===== config.mk =====
export PLATFORM = sky130hd
export DESIGN_NAME = osc_slip_message_parser
export DESIGN_NICKNAME = d
export VERILOG_FILES = /design/src/rtl/osp_pkg.sv /design/src/rtl/osp_step.sv /design/src/rtl/osc_slip_message_parser.sv
export SDC_FILE = /design/constraint.sdc
export NUM_CORES = 1
export LEC_CHECK = 0
export BUFFER_PORTS_ARGS = -buffer_cell sky130_fd_sc_hd__buf_2
export CAP_MARGIN = 10
export CORE_MARGIN = 2
export CORE_UTILIZATION = 50
export CTS_BUF_LIST = sky130_fd_sc_hd__clkbuf_8
export CTS_CLUSTER_SIZE = 8
export DETAILED_ROUTE_END_ITERATION = 8
export GPL_TIMING_DRIVEN = 1
export PLACE_DENSITY = 0.72
export REMOVE_ABC_BUFFERS = 1
export SLEW_MARGIN = 0
export SYNTH_ARGS = -nofsm -noshare
export SYNTH_HDL_FRONTEND = slang
export SYNTH_SLANG_ARGS = --single-unit

===== constraint.sdc =====
create_clock -name i_clk -period 4.4 [get_ports i_clk]
set_input_delay 0.66 -clock i_clk [delete_from_list [all_inputs] [get_ports i_clk]]
set_output_delay 0.66 -clock i_clk [all_outputs]
set_load 0.03 [all_outputs]

===== src/rtl/osp_pkg.sv =====
package osp_pkg;

    localparam int BufferBytes = 256;
    localparam int CountWidth  = $clog2(BufferBytes + 1);
    localparam int FieldAlign  = 4;
    localparam int AlignWidth  = $clog2(FieldAlign);

    localparam logic [7:0] FramingReset = 8'hC0;
    localparam logic [7:0] SlashChar    = 8'h2F;
    localparam logic [7:0] CommaChar    = 8'h2C;

    typedef enum logic [2:0] {
        PH_SEEK      = 3'd0,
        PH_SLASH     = 3'd1,
        PH_ADDR      = 3'd2,
        PH_PAD_ADDR  = 3'd3,
        PH_COMMA     = 3'd4,
        PH_TYPES     = 3'd5,
        PH_PAD_TYPES = 3'd6,
        PH_VALUES    = 3'd7
    } t_phase;

    typedef enum logic [2:0] {
        ROLE_SKIP    = 3'd0,
        ROLE_ADDR    = 3'd1,
        ROLE_TYPE    = 3'd2,
        ROLE_VALUE   = 3'd3,
        ROLE_PAD     = 3'd4,
        ROLE_FRAMING = 3'd5
    } t_role;

    typedef enum logic [2:0] {
        ERR_NONE        = 3'd0,
        ERR_NO_FRAMING  = 3'd1,
        ERR_NO_SLASH    = 3'd2,
        ERR_ADDR_OPEN   = 3'd3,
        ERR_NO_COMMA    = 3'd4,
        ERR_TYPES_OPEN  = 3'd5,
        ERR_NO_VALUES   = 3'd6
    } t_err;

    typedef struct packed {
        t_phase                  phase;
        logic [AlignWidth-1:0]   align;
        logic [CountWidth-1:0]   count;
    } t_state;

    typedef struct packed {
        t_role                   role;
        logic                    done;
        t_err                    err;
        logic [CountWidth-1:0]   count;
    } t_result;

endpackage


===== src/rtl/osp_step.sv =====
module osp_step (
    input  osp_pkg::t_state  i_state,
    input  logic [7:0]       i_byte,
    input  logic             i_eob,
    input  logic [7:0]       i_framing_byte,
    output osp_pkg::t_state  o_next,
    output osp_pkg::t_result o_result
);
    import osp_pkg::*;

    logic [CountWidth-1:0] w_cnt;
    logic [AlignWidth-1:0] w_align_inc;
    logic                  w_done;
    t_err                  w_err;
    t_role                 w_role;
    t_state                w_next;

    assign w_cnt = (i_state.count < CountWidth'(BufferBytes)) ?
                   i_state.count + 1'b1 : CountWidth'(BufferBytes);
    assign w_align_inc = i_state.align + 1'b1;

    always_comb begin
        w_next = i_state;
        w_role = ROLE_SKIP;
        w_err  = ERR_NONE;
        w_done = 1'b0;
        unique case (i_state.phase)
            PH_SEEK: begin
                if (i_byte == i_framing_byte) begin
                    w_role       = ROLE_FRAMING;
                    w_next.phase = PH_SLASH;
                    if (i_eob) w_err = ERR_NO_SLASH;
                end else if (i_eob) begin
                    w_err = ERR_NO_FRAMING;
                end
            end
            PH_SLASH: begin
                if (i_byte == SlashChar) begin
                    w_role       = ROLE_ADDR;
                    w_next.align = AlignWidth'(1);
                    w_next.phase = PH_ADDR;
                    if (i_eob) w_err = ERR_ADDR_OPEN;
                end else begin
                    w_err = ERR_NO_SLASH;
                end
            end
            PH_ADDR: begin
                w_next.align = w_align_inc;
                if (i_byte != '0) begin
                    w_role = ROLE_ADDR;
                    if (i_eob) w_err = ERR_ADDR_OPEN;
                end else begin
                    w_role       = ROLE_PAD;
                    w_next.phase = (w_align_inc != '0) ? PH_PAD_ADDR : PH_COMMA;
                    if (i_eob) w_err = ERR_NO_COMMA;
                end
            end
            PH_PAD_ADDR: begin
                w_role       = ROLE_PAD;
                w_next.align = w_align_inc;
                if (w_align_inc == '0) w_next.phase = PH_COMMA;
                if (i_eob) w_err = ERR_NO_COMMA;
            end
            PH_COMMA: begin
                if (i_byte == CommaChar) begin
                    w_role       = ROLE_TYPE;
                    w_next.align = AlignWidth'(1);
                    w_next.phase = PH_TYPES;
                    if (i_eob) w_err = ERR_TYPES_OPEN;
                end else begin
                    w_err = ERR_NO_COMMA;
                end
            end
            PH_TYPES: begin
                w_next.align = w_align_inc;
                if (i_byte != '0) begin
                    w_role = ROLE_TYPE;
                    if (i_eob) w_err = ERR_TYPES_OPEN;
                end else begin
                    w_role       = ROLE_PAD;
                    w_next.phase = (w_align_inc != '0) ? PH_PAD_TYPES : PH_VALUES;
                    if (i_eob) w_err = ERR_NO_VALUES;
                end
            end
            PH_PAD_TYPES: begin
                w_role       = ROLE_PAD;
                w_next.align = w_align_inc;
                if (w_align_inc == '0) w_next.phase = PH_VALUES;
                if (i_eob) w_err = ERR_NO_VALUES;
            end
            PH_VALUES: begin
                if (i_byte == i_framing_byte) begin
                    w_role = ROLE_FRAMING;
                    w_done = 1'b1;
                end else begin
                    w_role = ROLE_VALUE;
                    if (i_eob) w_done = 1'b1;
                end
            end
            default: begin
                w_next.phase = PH_SEEK;
            end
        endcase

        if (w_done || (w_err != ERR_NONE)) begin
            w_next.phase = PH_SEEK;
            w_next.align = '0;
            w_next.count = '0;
        end else begin
            w_next.count = w_cnt;
        end
    end

    assign o_next          = w_next;
    assign o_result.role   = w_role;
    assign o_result.done   = w_done;
    assign o_result.err    = w_err;
    assign o_result.count  = w_cnt;

endmodule


===== src/rtl/osc_slip_message_parser.sv =====
// An accepted item passes through the input register and then the output register before it appears on the output.
// Throughput: one item per cycle while the receiver takes results; the parse state updates once per byte.
// An input register and an output register let one further input be accepted while a
// result waits to be taken.
// Reset (synchronous, active low) returns the parser to the search for the framing
// byte, clears the byte count and the valid flags of both pipeline registers, and restores framing byte 0xC0.
module osc_slip_message_parser (
    input  logic                            i_clk,
    input  logic                            i_rst_n,
    input  logic                            i_cfg_valid,
    output logic                            o_cfg_ready,
    input  logic [7:0]                      i_cfg_data,
    input  logic                            i_in_valid,
    output logic                            o_in_ready,
    input  logic [7:0]                      i_data_byte,
    input  logic                            i_end_of_buffer,
    output logic                            o_out_valid,
    input  logic                            i_out_ready,
    output logic [2:0]                      o_byte_role,
    output logic                            o_message_done,
    output logic [2:0]                      o_error_code,
    output logic [osp_pkg::CountWidth-1:0]  o_consumed_count
);
    import osp_pkg::*;

    logic [7:0] r_framing_byte;
    logic       r_in_valid;
    logic [7:0] r_in_byte;
    logic       r_in_eob;
    logic       r_out_valid;
    t_result    r_result;
    t_state     r_state;

    t_state     n_state;
    t_result    w_result;
    logic       w_advance;

    osp_step u_step (
        .i_state        (r_state),
        .i_byte         (r_in_byte),
        .i_eob          (r_in_eob),
        .i_framing_byte (r_framing_byte),
        .o_next         (n_state),
        .o_result       (w_result)
    );

    assign w_advance   = r_in_valid && (!r_out_valid || i_out_ready);
    assign o_in_ready  = !r_in_valid || w_advance;
    assign o_cfg_ready = 1'b1;

    always_ff @(posedge i_clk) begin
        if (!i_rst_n) begin
            r_framing_byte <= FramingReset;
            r_in_valid     <= 1'b0;
            r_out_valid    <= 1'b0;
            r_state.phase  <= PH_SEEK;
            r_state.align  <= '0;
            r_state.count  <= '0;
        end else begin
            if (i_cfg_valid) begin
                r_framing_byte <= i_cfg_data;
            end
            if (o_in_ready) begin
                r_in_valid <= i_in_valid;
            end
            if (w_advance) begin
                r_out_valid <= 1'b1;
                r_state     <= n_state;
            end else if (i_out_ready) begin
                r_out_valid <= 1'b0;
            end
        end
    end

    always_ff @(posedge i_clk) begin
        if (o_in_ready && i_in_valid) begin
            r_in_byte <= i_data_byte;
            r_in_eob  <= i_end_of_buffer;
        end
        if (w_advance) begin
            r_result <= w_result;
        end
    end

    assign o_out_valid      = r_out_valid;
    assign o_byte_role      = r_result.role;
    assign o_message_done   = r_result.done;
    assign o_error_code     = r_result.err;
    assign o_consumed_count = r_result.count;

`ifndef SYNTHESIS
    a_restart_after_end: assert property (@(posedge i_clk) disable iff (!i_rst_n)
        w_advance && (w_result.done || (w_result.err != ERR_NONE))
        |=> (r_state.phase == PH_SEEK) && (r_state.count == '0))
        else $error("parser did not return to search after a message end");

    a_done_excludes_error: assert property (@(posedge i_clk) disable iff (!i_rst_n)
        r_out_valid |-> !(r_result.done && (r_result.err != ERR_NONE)))
        else $error("completion and error reported together");

    a_count_range: assert property (@(posedge i_clk) disable iff (!i_rst_n)
        r_out_valid |-> (r_result.count != '0)
                     && (r_result.count <= CountWidth'(BufferBytes)))
        else $error("consumed count out of range");

    a_count_in_frame: assert property (@(posedge i_clk) disable iff (!i_rst_n)
        (r_state.phase != PH_SEEK) |-> (r_state.count != '0))
        else $error("frame in progress with zero consumed count");
`endif

endmodule


======== After elaboration in Yosys (flattened, before gate mapping) ========
Cells that the tools add are included.
W data, S select, Z words.
cells by class
  order comparisons ....................... 1
  muxes and demuxes ....................... 38
  equal/unequal tests ..................... 17
  add/subtract/negate cells ............... 2
  reduce and logical (&&, ||, !) cells .... 19
operator list
  operator               number
  $pmux W3 S7            3
  $mux W3                18
  $mux W9                2
  $eq A8 B6 Y1 const B   2
  $reduce_bool A8 Y1     2
  $mux W5                3
  $ne A3 B1 Y1 const B   5
  $eq A3 B3 Y1 const B   4
  $add A9 B1 Y9 const B  1
  $lt A9 B9 Y1 const B   1
  $reduce_and A9 Y1      1
  $eq A8 B8 Y1           1
  $mux W1                8
  $eq A3 B2 Y1 const B   2
  $mux W2                3
  $ne A3 B3 Y1 const B   2
  $pmux W2 S3            1
  $reduce_and A4 Y1      1
  $reduce_bool A2 Y1     2
  $reduce_bool A4 Y1     1
  $reduce_or A4 Y1       1
  $eq A3 B1 Y1 const B   1
  $logic_not A3 Y1       1
  $logic_or A1 B1 Y1     3
  other kinds (6)        8
word-level totals
  bits in registers ....................... 49
  word-level logic and storage cells ...... 89
  bits of input ports ..................... 22
  output and inout port bits .............. 19

======== Longest topological paths before layout ========
Gate-level depths: netlist of run 1.
  word-level depth ........................ 7
  depth in mapped cells ................... 9
  gate-level depth less buffers ........... 7

======== By module ========
A second synthesis of run 1 with hierarchy kept.
second synthesis, totals
  cells, all modules ...................... 260
  area total of the unflattened synthesis .. 2621.3 µm²
modules (own cells, without submodules)
  module                   cells each  area an instance (µm²)  times used  seq. area each (µm²)
  osc_slip_message_parser  123         1719.1                  1           1231.2
  osp_step                 137         902.1                   1           0.0

======== Least setup slack after synthesis of run 1 ========
Ideal clock, no wire load.
  kind .................................... register to register
  start ................................... register r_in_byte[0]
  end ..................................... register r_state[11] (netlist bit)
  stages on the path, launching flop included .. 8
  data arrival time ....................... 2.481 ns
  buffers on the path ..................... 0
  setup slack ............................. 1.823 ns
  required time ........................... 4.304 ns
  period minus slack after synthesis ...... 2.577 ns
  setup time .............................. 0.096 ns
  path through ............................ edfxtp_1 -> or4_4 -> or2_4 -> a32o_1 -> o311a_4 -> nor4_4 -> inv_1 -> o311ai_1
RTL lines
  what                    line                           source
  start, declared         osc_slip_message_parser.sv:28  logic [7:0] r_in_byte;
  start signal, assigned  osc_slip_message_parser.sv:77  r_in_byte <= i_data_byte;
  end signal, assigned    osc_slip_message_parser.sv:68  r_state <= n_state;
  end, declared           osc_slip_message_parser.sv:32  t_state r_state;

==> summary.md, run 1 <==
The netlist uses 51 different library cells. The number of cells in the design after placement is 315, and the power density normalized to cell area is 332 mW/mm². The run finished with clean final reports. The cell family contributing the most delay on the critical path is simple AND/OR/NAND/NOR gates.

In this run the tightest slew margin relative to its limit is 29.9%. The detail route stage leaves a number of antenna-violating nets equal to 0. The run gives 1804 as the count of vias placed by the detailed router. The run gives 3.06 mm as the placed wire-length estimate after detailed placement. Row generation in the floorplan step produced 25 rows. The logs give 315 MHz for the highest attainable clock frequency and 0.00466 mm² for the core box area. Across the VDD grid, the largest voltage drop is 0.193 mV. Summed over all cells, the static leakage comes to 1.01 nW.

Entering global routing, the biggest net connects 32 pins. Cells with a size suffix above 1 make up 19.3% of the layout. Hold timing on the final database bottoms out at a slack of 484 ps. Setup violations remaining at the end of the flow were counted as 0. The signal on the critical path passes through or4_1 -> or2_4 -> a32o_1 -> o311a_4 -> nor4_4 -> inv_1 -> o311ai_1. The initial standard-cell utilization of the core was 51.5%; the count of pins over their slew limit was 0. After synthesis, the share of flip-flops with an asynchronous set or reset is 0%.

The worst setup path is captured at a flip-flop. The Yosys step of the flow raised 0 warnings. The area of the mapped netlist was 0.00240 mm²; the total area of multi-input combinational cells was 0.00109 mm². For the final-layout setup total negative slack, the log shows 0 ps. Setup repair after global routing left no endpoint under its margin.

Measured on the finished design, the core utilization comes to 58.2%. The quantity of hold-fixing buffers added after cts was 0. The vertical die dimension was 73.3 µm.

The root cell of the clock tree was sky130_fd_sc_hd__clkbuf_8. Post-CTS timing repair inserted 0 buffers for setup. The run gives 211 as the count of routing violations after the opening detailed-route iteration. Clock latency on the worst-skew pair, taken at its later pin, is 300 ps. For the worst setup path, the data required time is 4600 ps. The worst clock skew is 7.33 ps. Counting every instance in the synthesized netlist gives 236.

The top cell types in the final layout, fill and taps aside, are sky130_fd_sc_hd__buf_2 (39), sky130_fd_sc_hd__nand2_1 (25), sky130_fd_sc_hd__edfxtp_1 (25), sky130_fd_sc_hd__dfxtp_1 (24), sky130_fd_sc_hd__nand3_1 (22). The port buffer count was 39. The width of the die works out to 73.3 µm. After the last flow step, the layout net total stands at 292. In this run the worst path has a maximum fanout of 13. The path class of the tightest hold or removal check is reg2reg. In the finished design, the share of the clock period the worst path needs comes to 72.1%. The tool flagged a number of max-cap violations equal to 0. The via count of the first global-routing pass was 1582. STA classifies the critical path startpoint as a flip-flop. The post-synthesis register bit count is 49, and the mean instance size in the synthesized netlist is 10.2 µm². The critical path starts at r_in_byte[2]. The most used flip-flop cell after synthesis is sky130_fd_sc_hd__edfxtp_1. The sequential share of the synthesized area was 51.3%.

Most common cell after layout, fill and taps aside: sky130_fd_sc_hd__buf_2. The run gives 388 as the fill cell instance count of the final layout. The critical path in this run is classified as reg2reg. At the pin with the least slew margin, the transition time is 1050 ps. The largest stage delay on the critical path works out to 690 ps. The clock net in this run drives a total of 49 sinks. TritonCTS built the clock tree.

For the total congestion overflow after global routing, the log shows 0. The startpoint of the worst hold path is r_state[6]. The startpoint identified for the worst register-to-register timing path is r_in_byte[2].

The routed wire length was 4.36 mm. The die covers 0.00537 mm². The first global-routing pass estimated 7.44 mm of wire. The final number of hold-violating endpoints came out at 0. The final weighted congestion in routability-driven placement was 0.836; the per-cell routed wire length was 13.5 µm. After clock tree synthesis, the clock-pin slew on the worst setup and hold paths is 90 ps. The number of H-tree levels is 2, and the number of antenna violations at the first check in global routing is 0. The repair_antennas step left the layout with diodes totalling 0.

The count of cells in the finished layout, fillers not included, comes to 323. Area growth from synthesis to layout: 13.1%. The number of buffers and inverters on the critical path is 1, and the number of enable-type register cells in the synthesized netlist is 25.

STA puts the critical path data arrival time at 3380 ps. The tools report the post-cts gate resize count as 0. The smallest clock period supported by the final layout is computed as 3170 ps. The logs give 0 for the DRC violation count after routing and 17.8% for the total global routing track utilization. For the number of buffers created by CTS, the log shows 5. The detailed-routing iteration count for the pre-antenna-repair pass was 4; the via density per instance was 5.59. The sequential cells in the finished layout cover a total of 0.00123 mm². On the critical path, the stage with the largest delay is an instance of sky130_fd_sc_hd__nor4_4. The clock passes through at most 2 buffers. The number of top-level pins came out at 41.
==> area by class of cell <==
cell class,count,area share (%)
clock buffers,6,3.04
flip-flops and latches,49,45.4
repair buffers,39,7.20
well taps,54,2.49
multi-input cells,170,40.2
clock inverters,2,1.25
inverters,3,0.415
==> path summary, 6_finish.rpt <==
kind	end	slack (ps)	cells after the start
setup / recovery	r_state[11]	1230	7
hold / removal	r_state[6]	480	2
hold reg to reg	r_state[6]	480	2
setup reg to reg	r_state[11]	1230	7
==> worst register-to-register path: stages, from the launching register on <==
cell and delay (ps):
sky130_fd_sc_hd__edfxtp_1 420, sky130_fd_sc_hd__or4_1 600, sky130_fd_sc_hd__or2_4 290, sky130_fd_sc_hd__a32o_1 280
sky130_fd_sc_hd__o311a_4 320, sky130_fd_sc_hd__nor4_4 690, sky130_fd_sc_hd__inv_1 180, sky130_fd_sc_hd__o311ai_1 310
==> cells in the mapped netlist (2+ instances only) <==
cell type | instances | area [µm²]
sky130_fd_sc_hd__and2_1 | 2 | 12.5
sky130_fd_sc_hd__o2111ai_1 | 2 | 17.5
sky130_fd_sc_hd__nand3b_1 | 2 | 15.0
sky130_fd_sc_hd__ha_1 | 2 | 25.0
sky130_fd_sc_hd__mux2i_1 | 9 | 90.1
sky130_fd_sc_hd__o22ai_1 | 2 | 12.5
sky130_fd_sc_hd__inv_1 | 3 | 11.3
sky130_fd_sc_hd__or3_1 | 2 | 12.5
sky130_fd_sc_hd__nand4_1 | 4 | 25.0
sky130_fd_sc_hd__nor2b_1 | 10 | 62.6
sky130_fd_sc_hd__nor4_1 | 2 | 12.5
sky130_fd_sc_hd__a21oi_1 | 7 | 35.0
sky130_fd_sc_hd__xor2_1 | 11 | 96.3
sky130_fd_sc_hd__o21ai_0 | 9 | 45.0
sky130_fd_sc_hd__dfxtp_1 | 24 | 480
sky130_fd_sc_hd__nand3_1 | 22 | 110
sky130_fd_sc_hd__nand2b_1 | 6 | 37.5
sky130_fd_sc_hd__o21a_1 | 2 | 15.0
sky130_fd_sc_hd__o21bai_1 | 2 | 15.0
sky130_fd_sc_hd__a21boi_1 | 6 | 45.0
sky130_fd_sc_hd__edfxtp_1 | 25 | 751
sky130_fd_sc_hd__a31oi_1 | 2 | 12.5
sky130_fd_sc_hd__nor3_1 | 4 | 20.0
sky130_fd_sc_hd__o311ai_1 | 3 | 26.3
sky130_fd_sc_hd__nand2_1 | 25 | 93.8
sky130_fd_sc_hd__clkbuf_1 | 11 | 41.3
sky130_fd_sc_hd__a21boi_0 | 2 | 15.0
sky130_fd_sc_hd__nor2_1 | 12 | 45.0
==> logic make-up after synthesis <==
group / count (synthesis) / share of synthesized area (%)
other: 1 / 0.156
multiplexers: 10 / 4.23
XOR/XNOR: 12 / 4.38
buffers and inverters: 17 / 3.18
AND/OR/NAND/NOR: 99 / 22.0
adder cells (fa/ha/maj): 3 / 1.46
flip-flops: 49 / 51.3
AO/OA/AOI/OAI: 45 / 13.2
==> per-stage QoR <==
stage          setup slack (ps)  instance area [µm²]  total power [mW]
6_report                   1230                 2710             0.901
5_1_grt                     987                 2710             0.941
4_1_cts                    1230                 2710             0.913
3_5_place_dp               1250                 2600             0.593
3_3_place_gp               1320                 2600             0.592
2_1_floorplan              1610                 2330             0.564
==> where the power goes <==
part	total [mW]	leakage [nW]	internal [mW]	switching, mW
Combinational	0.0747	0.518	0.0272	0.0476
Sequential	0.507	0.429	0.497	0.00977
Clock	0.320	0.0626	0.183	0.137
Total	0.901	1.01	0.707	0.194
==> per-layer routing <==
metal / share of wire, % / wire length (µm) / vias up / global-route usage, %
li1: - / - / 931 / -
met1: 47 / 2060 / 822 / 24.4
met2: 48 / 2090 / 44 / 28.0
met3: 3.4 / 148 / 7 / 3.70
met4: 1.4 / 61 / 0 / 6.17
met5: 0 / 0 / - / 0
==> flip-flops by register name, summed over array words and instances (netlist names), 3 cells and up <==
name / count
o_consumed_count: 9
r_in_byte: 8
r_framing_byte: 8
r_state: 14
o_error_code: 3
o_byte_role: 3
(Power assumes the default switching activity.)
==> inputs of run 2 (changes only) <==
==> constraint.sdc (replaced) <==
create_clock -name i_clk -period 3.3 [get_ports i_clk]
set_input_delay 0.495 -clock i_clk [delete_from_list [all_inputs] [get_ports i_clk]]
set_output_delay 0.495 -clock i_clk [all_outputs]
set_load 0.03 [all_outputs]
==> run 2 against run 1 <==
Total power increased by 27%. Utilization is 0.54 points higher. Critical path depth grew 1. Sequential power grew 33%. Worst hold slack worse by 120 ps. Sequential share of layout area shrank 0.41 points. Largest power group unchanged. Highest routed layer unchanged.
==> summary.md, run 2 (synthesized netlist as in run 1, its figures left out) <==
Setup repair after global routing left no endpoint under its margin. TritonCTS built the clock tree. The minimum setup slack among reg-to-reg paths is 480 ps (-750 ps), and the worst reg2reg path depth is 8 (+1). The row count is 25 (unchanged). The run gives 0 (unchanged) as the DRC violation count after routing. The flow ran to the end, and the final reports show no timing, DRC or antenna violations.

For the die footprint, the log shows 0.00537 mm² (unchanged). The run gives 298 (+2.1%) as the total number of nets in the final design. Ranked by flip-flop count, first place goes to r_state. STA classifies the critical path startpoint as a flip-flop.

The time the final worst path needs with I/O delays and setup was 2820 ps (-348 ps). The per-cell routed wire length is 13.8 µm (+2.5%). The worst hold path terminates at r_in_byte[3].

The most common cell after layout, fill and taps aside is sky130_fd_sc_hd__buf_2. Quantity of hold-fixing buffers added after cts: 0 (unchanged). For the via count of the first global-routing pass, the log shows 1648 (+4.2%). The total length of routed met2 wires came out at 2.16 mm (+3.1%). Share of the clock period used by the worst path: 85.6% (+13 points). The summed area of non-filler cells in the final layout was 0.00274 mm² (+0.92%); the maximum number of pins on one net before global-route repair was 31 (-3.1%).

The number of violations of the max-capacitance limit is 0 (unchanged). The largest voltage drop on the vdd net came out at 0.260 mV (+34%). The number of H-tree levels was 2 (unchanged). The maximum net fanout on the critical path is 13 (unchanged).

The run gives 0.00466 mm² (unchanged) as the core box area. The logs give 368 ps (-115 ps) for the worst-case hold slack and 0.924 (+11%) for the final weighted congestion in routability-driven placement. The tools report the required time at the endpoint of the critical path as 3510 ps (-1090 ps). For the final-layout setup total negative slack, the log shows 0 ps (unchanged).

The clock latency on the worst-skew pair is 300 ps (about the same), and the number of cells traversed by the worst hold path is 1 (-1). The routed wire length came out at 4.55 mm (+4.4%). The tree is rooted in a sky130_fd_sc_hd__clkbuf_8. The initial standard-cell utilization of the core was 51.5% (unchanged). The worst register-to-register path ends at r_state[11]. The run gives 18.0% (+0.22 points) as the total global routing track utilization. The number of antenna violations at the first check in global routing was 0 (unchanged); the post-cts gate resize count was 0 (unchanged). The detailed-routing iteration count for the pre-antenna-repair pass is 4 (unchanged). The run gives 0.00264 mm² (+1.7%) as the instance area at placement. The vertical die dimension came out at 73.3 µm (unchanged). The tools report the final number of setup-violating endpoints as 0 (unchanged).

The signal arrival time at the worst endpoint was 3030 ps (-350 ps). The reported leakage power came out at 1.03 nW (+1.9%). Total congestion overflow after global routing: 0 (unchanged). The uppermost layer routed was met4. The number of top-level pins is 41 (unchanged). Path category of the worst min-delay check: in2reg. The maximum count of clock buffers along a single path is 2 (unchanged).

For the final design utilization, the log shows 58.7% (+0.54 points). The highest attainable clock frequency came out at 354 MHz (+12%). The kind of end point of the critical path is a flip-flop. The power density normalized to cell area was 419 mW/mm² (+26%). The run gives 116 (-45%) as the count of routing violations after the opening detailed-route iteration.

The tools report the startpoint of the worst hold path as i_data_byte[3]. The buffer count from post-CTS setup fixing is 0 (unchanged), and the area growth from synthesis to layout is 14.1%. The tools report the CTS sink count as 49 (unchanged). The clock transition time at the flip-flop clock pins of the worst setup and hold paths was 90 ps (about the same); the layout cell share with drive strength beyond 1 was 21.5% (+2.1 points).

The run gives 6.39 ps (-0.939 ps) as the worst clock skew. Reg-to-reg critical path startpoint: r_in_byte[2]. The placed wire-length estimate after detailed placement was 3.18 mm (+3.9%); the count of pins over their slew limit was 0 (unchanged).

For the number of buffers created by CTS, the log shows 5 (unchanged). The port buffer count is 39 (unchanged). The final number of hold-violating endpoints came out at 0 (unchanged). The width of the die is 73.3 µm (unchanged). The worst setup path is of the reg2reg kind.

The logs give 193 µm (+30%) for the wire length on met3 and 7.53 mm (+1.3%) for the wire length of the first global-routing pass. The slew at the pin closest to its max-slew limit works out to 671 ps (-379 ps). The library cells used most frequently in the layout, excluding fill and tap cells, are sky130_fd_sc_hd__buf_2 (39), sky130_fd_sc_hd__nand2_1 (25), sky130_fd_sc_hd__edfxtp_1 (25), sky130_fd_sc_hd__dfxtp_1 (24), sky130_fd_sc_hd__nand3_1 (22). The relative slew slack is 55.2% (+25 points). The logs give 1840 (+2.0%) for the count of vias placed by the detailed router and 0 (unchanged) for the number of antenna cells inserted. The met1 wire length came out at 2.09 mm (+1.4%). The run gives 1.15 mW (+27%) as the power after layout. The via density per instance works out to 5.59 (+0.14%). The run gives 0 (unchanged) as the number of routed nets with antenna violations. The flip-flop count of the largest register, all copies and words added was 14 (unchanged).
==> run 2: layer usage <==
metal  GRT usage, %  vias up
met5              0        -
met4           8.02        0
met3           4.25       12
met2           28.1       47
met1           23.8      847
li1               -      934
==> run 2: worst max path at each step <==
stage / startpoint / to / cells after the start / slack [ps]
after global routing: r_in_byte[2] / r_state[11] / 8 / 360
final: r_in_byte[2] / r_state[11] / 8 / 480
after global placement: r_in_byte[2] / r_state[13] / 8 / 550
after detailed placement: r_in_byte[2] / r_state[11] / 8 / 490
after CTS: r_in_byte[2] / r_state[11] / 8 / 470
after floorplan: r_in_byte[0] / r_state[11] / 7 / 510
==> run 2: metrics by stage <==
step | std cells | setup slack, ps
6_report | 329 | 475
5_1_grt | 329 | 356
4_1_cts | 329 | 472
3_5_place_dp | 321 | 493
3_3_place_gp | 321 | 547
2_1_floorplan | 222 | 511
==> run 2: final cells by class <==
type | count | area [µm²]
clock buffer | 6 | 82.6
clock inverter | 2 | 13.8
fill | 399 | 1920
inverter | 3 | 11.3
multi-input combinational | 170 | 1090
sequential | 49 | 1230
tap | 54 | 67.6
timing repair buffer | 45 | 240
==> run 2: power by group <==
group | total (mW) | internal [mW] | leakage, nW | switching [mW]
combinational | 0.106 | 0.0405 | 0.549 | 0.0650
clock | 0.365 | 0.170 | 0.0512 | 0.195
sequential | 0.676 | 0.663 | 0.429 | 0.0128
total | 1.15 | 0.873 | 1.03 | 0.273
==> run 2: critical path: stages (launching register included) <==
cell,delay [ps]
sky130_fd_sc_hd__edfxtp_1,420
sky130_fd_sc_hd__or4_1,580
sky130_fd_sc_hd__or2_4,280
sky130_fd_sc_hd__a32o_1,280
sky130_fd_sc_hd__o311a_4,330
sky130_fd_sc_hd__nor4_4,260
sky130_fd_sc_hd__buf_4,230
sky130_fd_sc_hd__inv_1,90
sky130_fd_sc_hd__o311ai_1,270
==> inputs of run 3 (changes only) <==
==> constraint.sdc (replaced) <==
create_clock -name i_clk -period 3.4 [get_ports i_clk]
set_input_delay 0.51 -clock i_clk [delete_from_list [all_inputs] [get_ports i_clk]]
set_output_delay 0.51 -clock i_clk [all_outputs]
set_load 0.03 [all_outputs]
==> run 3 against run 2 <==
Utilization up 0.21 points. Combinational power about the same. Maximum frequency down 2.4%. Cell count unchanged. Sequential share of layout area down 0.16 points. Clock power up 8.2%. First-iteration DRC count up 16%. Largest power group unchanged.
==> summary.md, run 3 (synthesized netlist as in run 1, its figures left out) <==
Setup repair after global routing left no endpoint under its margin. The number of H-tree levels was 2 (unchanged). Total global routing track utilization: 18.5% (+0.48 points). The highest attainable clock frequency was 346 MHz (-2.4%); the clock transition time at the flip-flop clock pins of the worst setup and hold paths was 90 ps (about the same). Maximum count of clock buffers along a single path: 2 (unchanged). The startpoint of the worst hold path is i_data_byte[1].

The flow ran to the end, and the final reports show no timing, DRC or antenna violations. For the part of the power in registers, the log shows 56.9% (-2.1 points). The initial standard-cell utilization of the core was 51.5% (unchanged).

The logs give 290 ps (about the same) for the clock latency on the worst-skew pair and 31 (unchanged) for the maximum number of pins on one net before global-route repair. The routing usage on met2 came out at 27.5% (-0.60 points). The tools report the startpoint class of the critical path as a flip-flop. The slew at the pin closest to its max-slew limit is 664 ps (-7.17 ps), and the CTS sink count is 49 (unchanged).

The number of buffers created by CTS came out at 5 (unchanged). The path category of the worst min-delay check was in2reg. For the wire length of the first global-routing pass, the log shows 7.73 mm (+2.6%). The relative slew slack is 55.7% (+0.48 points), and the core box area is 0.00466 mm² (unchanged). The final number of hold-violating endpoints is 0 (unchanged), and the count of vias placed by the detailed router is 1833 (-0.38%).

The area growth from synthesis to layout works out to 14.6%. TritonCTS built the clock tree. Register bank with the most flops: r_state. The logic depth of the worst setup path including buffers is 8 (unchanged), and the largest voltage drop on the vdd net is 0.208 mV (-20%). Root cell of the clock tree: sky130_fd_sc_hd__clkbuf_8. Share of the clock period used by the worst path: 85.1% (-0.49 points).

For the buffer count from post-CTS setup fixing, the log shows 0 (unchanged). The endpoint identified for the worst register-to-register timing path is r_state[13]. Placed wire-length estimate after detailed placement: 3.24 mm (+1.8%).

The time the final worst path needs with I/O delays and setup works out to 2890 ps (+68.9 ps). The vertical die dimension was 73.3 µm (unchanged); the switching share of power was 22.2% (-1.5 points). The kind of end point of the critical path is a flip-flop.

The count of pins over their slew limit is 0 (unchanged). The type of the setup path with the least slack is reg2reg. The standard cell with the maximum stage delay on the critical path was sky130_fd_sc_hd__or4_4. The logs give 298 (unchanged) for the total number of nets in the final design and 0.00537 mm² (unchanged) for the die footprint.

For the row count, the log shows 25 (unchanged). The detailed-routing iteration count for the pre-antenna-repair pass is 4 (unchanged). The instance area at placement was 0.00264 mm² (unchanged). The post-cts gate resize count came out at 0 (unchanged). Broken down by cell family, the worst path's largest delay share belongs to simple AND/OR/NAND/NOR gates.

Most heavily used metal layer in global routing: met2. For the reported leakage power, the log shows 1.03 nW (+0.56%). The number of top-level pins was 41 (unchanged); the worst clock skew was 6.62 ps (+0.231 ps). The tools report the number of cells in the design after placement as 321 (unchanged). Most common cell after layout, fill and taps aside: sky130_fd_sc_hd__buf_2.

Reg-to-reg critical path startpoint: r_in_byte[0]. The run gives 506 ps (+31.1 ps) as the final worst-path setup slack. The number of non-filler instances in the completed layout came out at 329 (unchanged). The worst-case hold slack came out at 385 ps (+16.5 ps). The number of routed nets with antenna violations is 0 (unchanged). The number of antenna violations at the first check in global routing was 0 (unchanged); the width of the die was 73.3 µm (unchanged).

Via density per instance: 5.57 (-0.38%). The routed wire length was 4.54 mm (-0.33%); the post-placement worst setup slack was 533 ps (+40.2 ps). The final number of setup-violating endpoints came out at 0 (unchanged). The largest stage delay on the critical path was 570 ps (about the same). The tools report the via count of the first global-routing pass as 1716 (+4.1%). The run gives 0 (unchanged) as the number of antenna cells inserted. Traced cell by cell, the critical path runs through or4_4 -> or2_4 -> a32o_1 -> o311a_4 -> nor4_4 -> buf_4 -> nand4_1 -> o311ai_1.

The library cells used most frequently in the layout, excluding fill and tap cells, are sky130_fd_sc_hd__buf_2 (39), sky130_fd_sc_hd__nand2_1 (25), sky130_fd_sc_hd__edfxtp_1 (25), sky130_fd_sc_hd__dfxtp_1 (24), sky130_fd_sc_hd__nand3_1 (22). The count of routing violations after the opening detailed-route iteration was 134 (+16%). The number of violations of the max-capacitance limit is 0 (unchanged), and the internal power is 897 µW (+2.7%). The required time at the endpoint of the critical path is 3610 ps (+100 ps), and the power density normalized to cell area is 420 mW/mm² (+0.28%). The most critical setup path has its endpoint at r_state[13]. The tools report the worst setup path startpoint as r_in_byte[0]. The clock network fraction of total power came out at 34.2% (+2.4 points). The run gives 0.00275 mm² (+0.37%) as the summed area of non-filler cells in the final layout.

The total congestion overflow after global routing is 0 (unchanged). The flip-flop count of the largest register, all copies and words added was 14 (unchanged); the port buffer count was 39 (unchanged). The per-cell routed wire length was 13.8 µm (-0.33%); the global routing usage on met3 was 4.12% (-0.14 points). For the final weighted congestion in routability-driven placement, the log shows 0.829 (-10%). The layout cell share with drive strength beyond 1 is 20.7% (-0.73 points), and the final-layout setup total negative slack is 0 ps (unchanged).

For the met1 usage, the log shows 26.1% (+2.4 points). The run gives 59.0% (+0.21 points) as the final design utilization. The tools report the quantity of hold-fixing buffers added after cts as 0 (unchanged). The run gives 0 (unchanged) as the DRC violation count after routing. The minimum setup slack among reg-to-reg paths was 510 ps (+30 ps).

The logs give 257 µW (-5.9%) for the power spent charging and discharging nets and 8.9% (-0.3 points) for the combinational group share of total power. The run gives 1.15 mW (+0.64%) as the power after layout. For the signal arrival time at the worst endpoint, the log shows 3100 ps (+70 ps). The maximum net fanout on the critical path came out at 7 (-6). The number of buffers and inverters on the critical path came out at 1 (-1). Worst reg2reg path depth: 8 (unchanged).
-- run 3: metal layers --
metal / share of wire (%) / vias up
li1: - / 934
met3: 4.0 / 10
met2: 46 / 45
met4: 1.9 / 0
met5: 0 / -
met1: 48 / 844
-- run 3: how the worst min path moves through the flow --
stage	endpoint	cells after the start	slack, ps
global route	r_in_byte[0]	1	370
floorplan	r_state[5]	2	440
CTS	r_in_byte[1]	1	380
detailed placement	r_state[5]	2	470
finish	r_in_byte[1]	1	380
global placement	r_state[5]	2	460
-- run 3: final cells by class --
cell class / count / area, µm²
clock buffer: 5 / 68.8
timing repair buffer: 45 / 240
sequential: 49 / 1230
inverter: 3 / 11.3
fill: 403 / 1910
tap: 54 / 67.6
multi-input combinational: 170 / 1090
clock inverter: 3 / 37.5
-- run 3: power groups by stage --
stage	Combinational, mW	Clock, mW	Sequential [mW]
3_5_place_dp	0.103	0	0.670
3_3_place_gp	0.102	0	0.669
6_report	0.103	0.395	0.656
4_1_cts	0.104	0.409	0.656
2_1_floorplan	0.0433	0	0.686
5_1_grt	0.112	0.428	0.659
